**config.mk**
```make
export PLATFORM = sky130hd
export DESIGN_NAME = spike_reject_average_slew_limit
export DESIGN_NICKNAME = d
export VERILOG_FILES = /design/src/hdl/srasl_pkg.sv /design/src/hdl/spike_reject_average_slew_limit.sv /design/src/hdl/srasl_cell.sv /design/src/hdl/srasl_tail.sv
export SDC_FILE = /design/constraint.sdc
export NUM_CORES = 1
export LEC_CHECK = 0
export BUFFER_PORTS_ARGS = -buffer_cell sky130_fd_sc_hd__buf_2
export CAP_MARGIN = 10
export CORE_UTILIZATION = 41
export CTS_CLUSTER_SIZE = 12
export DETAILED_ROUTE_END_ITERATION = 8
export GPL_TIMING_DRIVEN = 0
export PLACE_DENSITY_LB_ADDON = 0.15
export SLEW_MARGIN = 15
export SYNTH_ARGS = -nofsm -noshare
export SYNTH_HDL_FRONTEND = slang
export SYNTH_SLANG_ARGS = --single-unit
```
**constraint.sdc**
```tcl
create_clock -name clock -period 21.3 [get_ports clock]
set_input_delay 3.195 -clock clock [delete_from_list [all_inputs] [get_ports clock]]
set_output_delay 3.195 -clock clock [all_outputs]
set_load 0.01 [all_outputs]
```
**src/hdl/srasl_pkg.sv**
```systemverilog
// Shared constants and types for the spike-rejecting average with slew limit.
package srasl_pkg;

   localparam int SAMPLE_W       = 16;
   localparam int CFG_W          = 16;
   localparam int OUT_CNT_W      = 3;
   localparam int RANK_W         = 2;
   localparam int WINDOW_DEFAULT = 5;
   localparam int CSR_INDEX_W    = 1;

   localparam logic [CFG_W-1:0]     TOLERANCE_RESET = 16'd64;
   localparam logic [CFG_W-1:0]     MAX_STEP_RESET  = 16'd50;
   localparam logic [OUT_CNT_W-1:0] OUT_CNT_MAX     = 3'd7;
   // outliers that are replaced by the reference value
   localparam logic [RANK_W-1:0]    REPLACE_LIMIT   = 2'd2;

   typedef enum logic [CSR_INDEX_W-1:0] {
      CSR_TOLERANCE = 1'b0,
      CSR_MAX_STEP  = 1'b1
   } csr_index_type;

   // neighbor link between window cells
   typedef struct packed {
      logic signed [SAMPLE_W-1:0] sample;
      logic [RANK_W-1:0]          rank;
   } link_type;

endpackage

```
**src/hdl/spike_reject_average_slew_limit.sv**
```systemverilog
// Top level: window cell chain, running window sum, CSRs and result pipeline.
// A result goes through the stage 1, 2, 3 and output registers. Throughput: one
// transaction per cycle while req_stall is low; the window cell chain compares all
// samples in the accept cycle, the divide by WINDOW is a reciprocal multiply stage.
// Reset (synchronous): window and running sum cleared to zero, tolerance = 64,
// max_step = 50, pipeline emptied.
module spike_reject_average_slew_limit #(
   parameter int WINDOW = srasl_pkg::WINDOW_DEFAULT
) (
   input  logic                                    clock,
   input  logic                                    reset,
   input  logic                                    req_valid,
   output logic                                    req_stall,
   input  logic signed [srasl_pkg::SAMPLE_W-1:0]   req_new_sample,
   input  logic signed [srasl_pkg::SAMPLE_W-1:0]   req_reference,
   output logic                                    rsp_valid,
   input  logic                                    rsp_stall,
   output logic signed [srasl_pkg::SAMPLE_W-1:0]   rsp_filtered,
   output logic [srasl_pkg::OUT_CNT_W-1:0]         rsp_outlier_count,
   output logic                                    rsp_slew_limited,
   input  logic                                    csr_write_enable,
   input  logic [srasl_pkg::CSR_INDEX_W-1:0]       csr_index,
   input  logic [srasl_pkg::CFG_W-1:0]             csr_write_data
);

   localparam int CW    = $clog2(WINDOW);
   localparam int SUM_W = srasl_pkg::SAMPLE_W + 1 + CW;
   localparam int CNT_W = ($clog2(WINDOW + 1) > srasl_pkg::OUT_CNT_W) ?
                          $clog2(WINDOW + 1) : srasl_pkg::OUT_CNT_W;
   localparam int BAND_W = srasl_pkg::SAMPLE_W + 2;

   logic [srasl_pkg::CFG_W-1:0] tolerance_ff, max_step_ff;

   srasl_pkg::link_type                   links [WINDOW+1];
   logic [WINDOW-1:0]                     outliers;
   logic signed [srasl_pkg::SAMPLE_W:0]   corr_first  [WINDOW];
   logic signed [srasl_pkg::SAMPLE_W:0]   corr_second [WINDOW];
   logic signed [srasl_pkg::SAMPLE_W:0]   corr1_in, corr2_in;
   logic signed [BAND_W-1:0]              band_lo, band_hi;

   logic                                  accept, s1_ready, tail_ready;
   logic signed [SUM_W-1:0]               wsum_ff, wsum_in;
   logic [CNT_W-1:0]                      ones;
   logic [srasl_pkg::OUT_CNT_W-1:0]       cnt_in;

   logic                                  v1_ff;
   logic signed [SUM_W-1:0]               base1_ff;
   logic signed [srasl_pkg::SAMPLE_W:0]   corr1_ff, corr2_ff;
   logic [srasl_pkg::OUT_CNT_W-1:0]       cnt1_ff;
   logic signed [srasl_pkg::SAMPLE_W-1:0] ref1_ff;

   always_ff @(posedge clock) begin
      if (reset) begin
         tolerance_ff <= srasl_pkg::TOLERANCE_RESET;
         max_step_ff  <= srasl_pkg::MAX_STEP_RESET;
      end else if (csr_write_enable) begin
         unique case (csr_index)
            srasl_pkg::CSR_TOLERANCE: tolerance_ff <= csr_write_data;
            srasl_pkg::CSR_MAX_STEP:  max_step_ff  <= csr_write_data;
            default: ;
         endcase
      end
   end

   assign s1_ready  = !v1_ff || tail_ready;
   assign req_stall = !s1_ready;
   assign accept    = req_valid && s1_ready;

   assign band_lo = BAND_W'(req_reference) - BAND_W'(tolerance_ff);
   assign band_hi = BAND_W'(req_reference) + BAND_W'(tolerance_ff);

   assign links[0].sample = req_new_sample;
   assign links[0].rank   = '0;

   for (genvar i = 0; i < WINDOW; i++) begin : g_cell
      srasl_cell u_cell (
         .clock       (clock),
         .reset       (reset),
         .shift       (accept),
         .band_lo     (band_lo),
         .band_hi     (band_hi),
         .reference   (req_reference),
         .link_in     (links[i]),
         .link_out    (links[i+1]),
         .outlier     (outliers[i]),
         .corr_first  (corr_first[i]),
         .corr_second (corr_second[i])
      );
   end

   always_comb begin
      corr1_in = '0;
      corr2_in = '0;
      for (int i = 0; i < WINDOW; i++) begin
         corr1_in = corr1_in | corr_first[i];
         corr2_in = corr2_in | corr_second[i];
      end
      ones   = CNT_W'($countones(outliers));
      cnt_in = (ones > CNT_W'(srasl_pkg::OUT_CNT_MAX)) ?
               srasl_pkg::OUT_CNT_MAX : ones[srasl_pkg::OUT_CNT_W-1:0];
      wsum_in = wsum_ff + SUM_W'(req_new_sample) - SUM_W'(links[WINDOW].sample);
   end

   always_ff @(posedge clock) begin
      if (reset) begin
         wsum_ff <= '0;
         v1_ff   <= 1'b0;
      end else begin
         if (accept) begin
            wsum_ff <= wsum_in;
         end
         if (s1_ready) begin
            v1_ff <= req_valid;
         end
      end
   end

   always_ff @(posedge clock) begin
      if (accept) begin
         base1_ff <= wsum_in;
         corr1_ff <= corr1_in;
         corr2_ff <= corr2_in;
         cnt1_ff  <= cnt_in;
         ref1_ff  <= req_reference;
      end
   end

   srasl_tail #(.WINDOW(WINDOW)) u_tail (
      .clock             (clock),
      .reset             (reset),
      .in_valid          (v1_ff),
      .in_ready          (tail_ready),
      .in_base           (base1_ff),
      .in_corr1          (corr1_ff),
      .in_corr2          (corr2_ff),
      .in_count          (cnt1_ff),
      .in_reference      (ref1_ff),
      .max_step          (max_step_ff),
      .rsp_valid         (rsp_valid),
      .rsp_stall         (rsp_stall),
      .rsp_filtered      (rsp_filtered),
      .rsp_outlier_count (rsp_outlier_count),
      .rsp_slew_limited  (rsp_slew_limited)
   );

endmodule

```
**src/hdl/srasl_cell.sv**
```systemverilog
// One window cell: holds a sample, tests the incoming sample against the band, ranks outliers.
module srasl_cell (
   input  logic                                  clock,
   input  logic                                  reset,
   input  logic                                  shift,
   input  logic signed [srasl_pkg::SAMPLE_W+1:0] band_lo,
   input  logic signed [srasl_pkg::SAMPLE_W+1:0] band_hi,
   input  logic signed [srasl_pkg::SAMPLE_W-1:0] reference,
   input  srasl_pkg::link_type                   link_in,
   output srasl_pkg::link_type                   link_out,
   output logic                                  outlier,
   output logic signed [srasl_pkg::SAMPLE_W:0]   corr_first,
   output logic signed [srasl_pkg::SAMPLE_W:0]   corr_second
);

   logic signed [srasl_pkg::SAMPLE_W-1:0] sample_ff;
   logic signed [srasl_pkg::SAMPLE_W+1:0] value_ext;
   logic signed [srasl_pkg::SAMPLE_W:0]   delta;
   logic [srasl_pkg::RANK_W-1:0]          rank_next;

   always_ff @(posedge clock) begin
      if (reset) begin
         sample_ff <= '0;
      end else if (shift) begin
         sample_ff <= link_in.sample;
      end
   end

   always_comb begin
      value_ext = (srasl_pkg::SAMPLE_W+2)'(link_in.sample);
      outlier   = !((value_ext > band_lo) && (value_ext < band_hi));
      delta     = (srasl_pkg::SAMPLE_W+1)'(reference) -
                  (srasl_pkg::SAMPLE_W+1)'(link_in.sample);
      rank_next = link_in.rank;
      if (outlier && (link_in.rank != srasl_pkg::REPLACE_LIMIT)) begin
         rank_next = link_in.rank + 1'b1;
      end
      corr_first  = (outlier && (link_in.rank == '0)) ? delta : '0;
      corr_second = (outlier && (link_in.rank == 2'd1)) ? delta : '0;
   end

   assign link_out.sample = sample_ff;
   assign link_out.rank   = rank_next;

endmodule

```
**src/hdl/srasl_tail.sv**
```systemverilog
// Sum, divide by window length and slew clamp pipeline with output register.
module srasl_tail #(
   parameter int WINDOW = srasl_pkg::WINDOW_DEFAULT
) (
   input  logic                                    clock,
   input  logic                                    reset,
   input  logic                                    in_valid,
   output logic                                    in_ready,
   input  logic signed [srasl_pkg::SAMPLE_W+$clog2(WINDOW):0] in_base,
   input  logic signed [srasl_pkg::SAMPLE_W:0]     in_corr1,
   input  logic signed [srasl_pkg::SAMPLE_W:0]     in_corr2,
   input  logic [srasl_pkg::OUT_CNT_W-1:0]         in_count,
   input  logic signed [srasl_pkg::SAMPLE_W-1:0]   in_reference,
   input  logic [srasl_pkg::CFG_W-1:0]             max_step,
   output logic                                    rsp_valid,
   input  logic                                    rsp_stall,
   output logic signed [srasl_pkg::SAMPLE_W-1:0]   rsp_filtered,
   output logic [srasl_pkg::OUT_CNT_W-1:0]         rsp_outlier_count,
   output logic                                    rsp_slew_limited
);

   localparam int CW      = $clog2(WINDOW);
   localparam int SUM_W   = srasl_pkg::SAMPLE_W + 1 + CW;
   localparam int MAG_W   = srasl_pkg::SAMPLE_W + CW;
   localparam int SHIFT_K = MAG_W + CW;
   localparam int RECIP_W = SHIFT_K;
   localparam int PROD_W  = MAG_W + RECIP_W;
   localparam int AVG_W   = srasl_pkg::SAMPLE_W + 2;
   localparam longint unsigned RECIP_L =
      ((longint'(1) << SHIFT_K) + longint'(WINDOW) - 1) / longint'(WINDOW);
   localparam logic [RECIP_W-1:0] RECIP = RECIP_W'(RECIP_L);

   logic rdy_out, rdy3, rdy2;
   logic v2_ff, v3_ff, rsp_valid_ff;

   logic signed [SUM_W-1:0]                sum_in;
   logic                                   neg2_ff, neg2_in, neg3_ff;
   logic [MAG_W-1:0]                       mag2_ff, mag2_in;
   logic [srasl_pkg::OUT_CNT_W-1:0]        cnt2_ff, cnt3_ff, cnt_out_ff;
   logic signed [srasl_pkg::SAMPLE_W-1:0]  ref2_ff, ref3_ff;
   logic [PROD_W-1:0]                      prod3_ff, prod3_in;

   logic [srasl_pkg::SAMPLE_W-1:0]         quot;
   logic signed [AVG_W-1:0]                avg, ref_ext, upper, lower;
   logic signed [srasl_pkg::SAMPLE_W-1:0]  filt_in, filt_ff;
   logic                                   slew_in, slew_ff;

   assign rdy_out  = !rsp_valid_ff || !rsp_stall;
   assign rdy3     = !v3_ff || rdy_out;
   assign rdy2     = !v2_ff || rdy3;
   assign in_ready = rdy2;

   always_ff @(posedge clock) begin
      if (reset) begin
         v2_ff        <= 1'b0;
         v3_ff        <= 1'b0;
         rsp_valid_ff <= 1'b0;
      end else begin
         if (rdy2) begin
            v2_ff <= in_valid;
         end
         if (rdy3) begin
            v3_ff <= v2_ff;
         end
         if (rdy_out) begin
            rsp_valid_ff <= v3_ff;
         end
      end
   end

   always_comb begin
      sum_in  = in_base + SUM_W'(in_corr1) + SUM_W'(in_corr2);
      neg2_in = sum_in[SUM_W-1];
      mag2_in = neg2_in ? MAG_W'(-sum_in) : MAG_W'(sum_in);
   end

   assign prod3_in = mag2_ff * RECIP;

   always_comb begin
      quot    = prod3_ff[SHIFT_K +: srasl_pkg::SAMPLE_W];
      avg     = neg3_ff ? -AVG_W'(quot) : AVG_W'(quot);
      ref_ext = AVG_W'(ref3_ff);
      upper   = ref_ext + AVG_W'(max_step);
      lower   = ref_ext - AVG_W'(max_step);
      filt_in = avg[srasl_pkg::SAMPLE_W-1:0];
      slew_in = 1'b0;
      if (upper < avg) begin
         filt_in = upper[srasl_pkg::SAMPLE_W-1:0];
         slew_in = 1'b1;
      end else if (lower > avg) begin
         filt_in = lower[srasl_pkg::SAMPLE_W-1:0];
         slew_in = 1'b1;
      end
   end

   always_ff @(posedge clock) begin
      if (rdy2) begin
         neg2_ff <= neg2_in;
         mag2_ff <= mag2_in;
         cnt2_ff <= in_count;
         ref2_ff <= in_reference;
      end
      if (rdy3) begin
         neg3_ff  <= neg2_ff;
         prod3_ff <= prod3_in;
         cnt3_ff  <= cnt2_ff;
         ref3_ff  <= ref2_ff;
      end
      if (rdy_out) begin
         filt_ff    <= filt_in;
         slew_ff    <= slew_in;
         cnt_out_ff <= cnt3_ff;
      end
   end

   assign rsp_valid         = rsp_valid_ff;
   assign rsp_filtered      = filt_ff;
   assign rsp_outlier_count = cnt_out_ff;
   assign rsp_slew_limited  = slew_ff;

endmodule

```
==> results of run 1 <==
==> cells in the mapped netlist, types with 39 or more instances <==
library cell and instances:
a21oi_1 313, a21o_1 78, ha_1 518, nor3_1 54, nand2_1 359, edfxtp_1 168, xor2_1 60, inv_1 439
o21ai_0 135, nand2b_1 44, xnor2_1 149, nor2b_1 39, clkbuf_1 67, fa_1 149, o21a_1 39, nor2_1 164
dfxtp_1 136
==> critical path: cells and delay by family <==
kind	cells	cell delay, ns
AO/OA/AOI/OAI	15	4.54
multiplexers	1	0.60
buffers and inverters	8	2.09
adder cells (fa/ha/maj)	4	1.16
XOR/XNOR	1	0.48
AND/OR/NAND/NOR	4	0.70
==> cells in the final DEF, fill, tap and decap left out, types with 11 or more instances in the layout <==
cell type	n
o21bai_1	23
or2_2	15
clkbuf_16	40
xnor2_1	149
a21oi_1	313
and3_1	22
o311a_1	11
nor3_1	54
and2_1	17
nand3_1	37
nand2_1	358
o21ai_0	135
a31oi_1	18
nor2b_1	39
a211oi_1	18
nand4_1	25
o211ai_1	16
edfxtp_1	168
inv_1	438
nor2_1	164
buf_2	87
ha_1	518
nor4_1	11
o31ai_1	17
dfxtp_1	136
a21o_1	78
fa_1	149
o21ai_1	21
or3_1	21
xor2_1	60
clkbuf_1	75
nand2b_1	44
a221oi_1	23
o21a_1	39
==> cell type report <==
class / instances / area (um^2)
multi-input cells: 2577 / 20900
clock buffers: 52 / 1090
flip-flops and latches: 304 / 7770
diodes: 3 / 7.51
inverters: 443 / 1660
fillers: 7399 / 40600
clock inverters: 18 / 200
well taps: 969 / 1210
repair buffers: 78 / 458
plain buffers: 91 / 418
==> through the flow <==
stage	utilization (%)	setup WS [ns]	hold WS, ns	instances
2_1_floorplan	-	11.67	0.400	3415
3_3_place_gp	43.5	8.45	0.401	4458
3_5_place_dp	43.6	8.41	0.405	4462
4_1_cts	45.3	8.97	0.403	4532
5_1_grt	45.3	8.31	0.416	4532
6_report	45.3	8.75	0.403	4535
==> final timing paths <==
| kind | end | slack, ns | cells after the start |
|---|---|---|---|
| worst max register to register | corr2_ff[10] | 11.27 | 33 |
| worst max-delay path | corr2_ff[10] | 8.75 | 33 |
| worst min-delay path | u_tail.ref3_ff[15] | 0.40 | 0 |
| worst min register to register | u_tail.ref3_ff[15] | 0.40 | 0 |
==> registers in the layout, indices dropped and copies added, names as in the netlist, 3 cells and up <==
signal,cells
g_cell.u_cell.sample_ff,80
base1_ff,20
wsum_ff,20
u_tail.mag2_ff,19
corr1_ff,17
corr2_ff,17
max_step_ff,16
ref1_ff,16
tolerance_ff,16
u_tail.prod3_ff,16
u_tail.ref2_ff,16
u_tail.ref3_ff,16
u_tail.rsp_filtered,16
cnt1_ff,3
u_tail.cnt2_ff,3
u_tail.cnt3_ff,3
u_tail.rsp_outlier_count,3
==> cells by family after synthesis <==
group,count (synthesis)
xor gates and xnor gates,212
DFF,304
adders and majority gates,670
and+or+nand+nor,851
muxes,12
buffers and inverters,534
AOI/OAI and AO/OA,832
==> metal layers <==
| metal | GRT usage, % | vias up |
|---|---|---|
| li1 | - | 12172 |
| met1 | 32.8 | 11372 |
| met2 | 37.9 | 603 |
| met3 | 2.72 | 110 |
| met4 | 7.33 | 0 |
| met5 | 0 | - |
==> results_dict.tcl, run 1 <==
set metrics [dict create \
    status "finished, final reports clean" \
    start_util_pct 41.3 \
    worst-slew-pin-transition_ns 1.18 \
    hp-class "reg -> reg" \
    cp_data_required_time_ns 21.58 \
    timing.critical_path.from_type "primary input" \
    synth_area_um2 30700 \
    placedInstanceArea_um2 32400 \
    ctsHoldBuffers 0 \
    rows 100 \
    io_buffers 74 \
    drc 0 \
    dr_total_vias 24257 \
    clk_transition_reported_paths_ns 0.06 \
    htreeDepth 2 \
    startpoint "req_reference[1]" \
    wl_met2_um 39800 \
    critical_path_class "in -> reg" \
    routed_via_density 5.35 \
    fin_skew_ns 0.0271 \
    syn_area_per_cell_um2 9.00 \
    wl_per_cell_um 19.6 \
    synth_compound_area_share_pct 17.4 \
    post-cts-setup-buffers 0 \
    synth_area_leader_cell "ha_1" \
    io_pins 76 \
    cts_root_buf "clkbuf_16" \
    max_stage_delay_ns 0.88 \
    max_cap_violations 0 \
    synth_edf_count 168 \
    yosys_register_bits 304 \
    period_share_pct 58.9 \
    core_um2 74300 \
    timing.rr.start "tolerance_ff[1]" \
    postSynthCellCount 3415 \
    cp_max_fo 15 \
    cts_tree "built" \
    hold_viol 0 \
    worst_path_max_delay_cell "a2111oi_0" \
    crit_path_end_kind "flip-flop" \
    yosys.area.top_type_share_pct 21.1 \
    slew-limit-headroom_pct 20.7 \
    rsz0062_at_grt "no" \
    yosys.cell_types.count 95 \
    grt.overflow.total 0 \
    drt-initial-drc-count 2053 \
    synth_mux_area_share_pct 0.415 \
    synth_top_family_by_area "adder cells" \
    synth_flop_cell "edfxtp_1" \
    synthArstFlopShare_pct 0 \
    place_hpwl_um 74700 \
    maxSlewViolCount 0 \
    min-delay-start "u_tail.ref2_ff[15]" \
    synthXorXnorAreaFrac_pct 6.16 \
    dieArea_um2 76000 \
    max_freq_ghz 0.0797 \
    grt_pass1_vias 22872 \
    dieWidth_um 276 \
    clock-sinks 304 \
    setup_viol 0 \
    yosys.area_share.simple_pct 13.1 \
    wirelength_um 88900 \
    post_cts_resized 0 \
    ys_warn_count 0 \
    grt_start_max_net_pins 36 \
    place.gp.congestion 0.923 \
    grt_pass1_wl_um 136000 \
    drtPass1Iterations 8 \
    critPathArrivalTime_ns 12.82 \
    track_usage_pct 23.5 \
    wl_met1_um 41700 \
    synthTopCellsByArea "ha_1 (21%), edfxtp_1 (16%), fa_1 (9.7%)" \
    fin_nets 4254 \
    fin_setup_tns_ns 0 \
    met3_length_um 4850 \
    period_minus_slack_ns 12.55 \
    areaGrowthSynthToFinish_pct 9.66 \
    synth_nets 4136 \
    crit_path_frequent_cell "ha_1" \
    top_layer "met4" \
    post-route-cell-area_um2 33700 \
    numCtsBuffers 38 \
    die_height_um 276 \
    synth_fa_ha_area_share_pct 30.9 \
    ant_nets 0 \
    antenna_found_initial 8 \
    clock_path_buffers 3 \
    drive_gt1_share_pct 6.09 \
    clkLatencyLatePin_ns 0.58 \
    seq_area_frac_synth_pct 25.3 \
]
Power of run 1 is left out: the tool's default activity adds up to more than one toggle a clock period on the data nets, which glitch-free logic cannot reach.
==> run 2: changes to the inputs <==
- ABC_AREA: default -> 1
- clock period: 21.3 -> 12.4 ns (I/O delays scaled with it)
==> results_dict.tcl, run 2 <==
set metrics [dict create \
    max_freq_ghz 0.108 \
    place.gp.congestion 0.943 \
    yosys.area.top_type_share_pct 20.4 \
    numCtsBuffers 39 \
    synth_edf_count 168 \
    fin_setup_tns_ns 0 \
    slew-limit-headroom_pct 30.5 \
    drc 0 \
    track_usage_pct 24.1 \
    placedInstanceArea_um2 33500 \
    clk_transition_reported_paths_ns 0.06 \
    timing.rr.start "tolerance_ff[1]" \
    wirelength_um 94500 \
    areaGrowthSynthToFinish_pct 9.56 \
    synth_flop_cell "edfxtp_1" \
    top_register "g_cell.u_cell.sample_ff" \
    synth_nets 4655 \
    crit_path_end_kind "flip-flop" \
    yosysMostFrequentCell "inv_1" \
    routed_via_density 5.16 \
    clock-sinks 304 \
    synthArstFlopShare_pct 0 \
    core_um2 76300 \
    hold_viol 0 \
    io_buffers 75 \
    synth_mux_area_share_pct 0 \
    ys_warn_count 0 \
    post_cts_resized 0 \
    setup_viol 0 \
    fin_skew_ns 0.0219 \
    yosys.cell_types.count 59 \
    largest_reg_flops 80 \
    grt_start_max_net_pins 55 \
    yosys.area_share.simple_pct 15.9 \
    hp-class "reg -> reg" \
    period_minus_slack_ns 9.23 \
    ctsHoldBuffers 0 \
    wl_per_cell_um 18.5 \
    worst_path_max_delay_cell "xor2_1" \
    seq_area_frac_synth_pct 24.5 \
    cts_root_buf "clkbuf_16" \
    final_cell_mix "inv_1 (678), nand2_1 (539), ha_1 (518)" \
    synth_compound_area_share_pct 14.7 \
    drtPass1Iterations 6 \
    status "finished, final reports clean" \
    post-cts-setup-buffers 0 \
    dieArea_um2 78500 \
    die_height_um 280 \
    dr_total_vias 26372 \
    startpoint "req_reference[1]" \
    ff2ff_path_depth 33 \
    multi_input_area_um2 21000 \
    ff_latch_area_um2 7770 \
    antenna_found_initial 7 \
    clkLatencyLatePin_ns 0.57 \
    start_util_pct 41.6 \
    io_pins 76 \
    grt.overflow.total 0 \
    cp_data_required_time_ns 12.69 \
    max_cap_violations 0 \
    drt-initial-drc-count 2100 \
    rsz0062_at_grt "no" \
    critical_path_class "in -> reg" \
    finalWorstSetupSlack_ns 3.17 \
    crit_path_frequent_cell "nand2_1" \
    hold_slack_ns 0.416 \
    synth_area_um2 31700 \
    min-delay-start "u_tail.neg2_ff" \
    cts_tree "built" \
    postSynthCellCount 3934 \
    synthTopCellsByArea "ha_1 (20%), edfxtp_1 (16%), fa_1 (9.4%)" \
    preCtsSetupSlack_ns 2.91 \
    maxSlewViolCount 0 \
    clock_path_buffers 3 \
    timing.critical_path.from_type "primary input" \
    synth_area_leader_cell "ha_1" \
    htreeDepth 2 \
    layout_commonest_cell "inv_1" \
    top_regs "g_cell.u_cell.sample_ff: 80 flops, base1_ff: 20 flops, wsum_ff: 20 flops" \
    dieWidth_um 280 \
    cp_max_fo 15 \
    max_stage_delay_ns 0.64 \
    fillers 7858 \
    hold_path_depth 0 \
    syn_area_per_cell_um2 8.07 \
    synth_top_family_by_area "adder cells" \
    synthXorXnorAreaFrac_pct 5.68 \
    synth_common_cells "inv_1 (680), nand2_1 (539), ha_1 (518)" \
    rows 101 \
    drive_gt1_share_pct 6.37 \
    ant_nets 0 \
    place_hpwl_um 80500 \
    yosys_register_bits 304 \
    grt_pass1_vias 24585 \
    grt_pass1_wl_um 145000 \
    critPathArrivalTime_ns 9.52 \
    synth_fa_ha_area_share_pct 29.8 \
    post-route-cell-area_um2 34800 \
    worst-slew-pin-transition_ns 1.04 \
    fin_nets 4773 \
    period_share_pct 74.5 \
]
[run 2: stage by stage]
step,util [%],instances
3_5_place_dp,43.8,5041
5_1_grt,45.6,5113
6_report,45.6,5115
4_1_cts,45.6,5113
2_1_floorplan,-,3934
3_3_place_gp,43.8,5039
[run 2: layout make-up]
class / count / area share, %
Buffer: 73 / 1.11
Inverter: 692 / 7.47
Antenna cell: 2 / 0.0144
Multi-Input combinational cell: 2865 / 60.4
Timing Repair Buffer: 77 / 1.24
Sequential cell: 304 / 22.3
Clock buffer: 51 / 3.11
Clock inverter: 21 / 0.644
Tap cell: 1030 / 3.71
[run 2: kinds of logic after synthesis]
| kind of cell | after synthesis |
|---|---|
| AND/OR/NAND/NOR | 1150 |
| flip-flops | 304 |
| XOR/XNOR | 206 |
| buffers and inverters | 765 |
| adder cells (fa/ha/maj) | 667 |
| AO/OA/AOI/OAI | 842 |
[run 2: worst paths after layout]
check	endpoint	slack, ns
max	corr2_ff[9]	3.17
min	u_tail.neg3_ff	0.42
max reg2reg	corr2_ff[9]	4.37
min reg2reg	u_tail.neg3_ff	0.42
[run 2: routing by layer]
layer  vias up  share of wire (%)  track usage (%)
met1     12192                 48             34.5
met4         2                2.7             7.01
met3       120                5.7             3.15
met5         -              0.014                0
met2       675                 44             37.7
li1      13383                  -                -
[run 2: critical path: cells and delay by family]
family                   cells  cell delay, ns
AO/OA/AOI/OAI               10            2.27
XOR/XNOR                     1            0.64
adder cells (fa/ha/maj)      4            1.36
buffers and inverters        6            1.73
AND/OR/NAND/NOR             12            1.62
Power of run 2 is left out for the same reason.
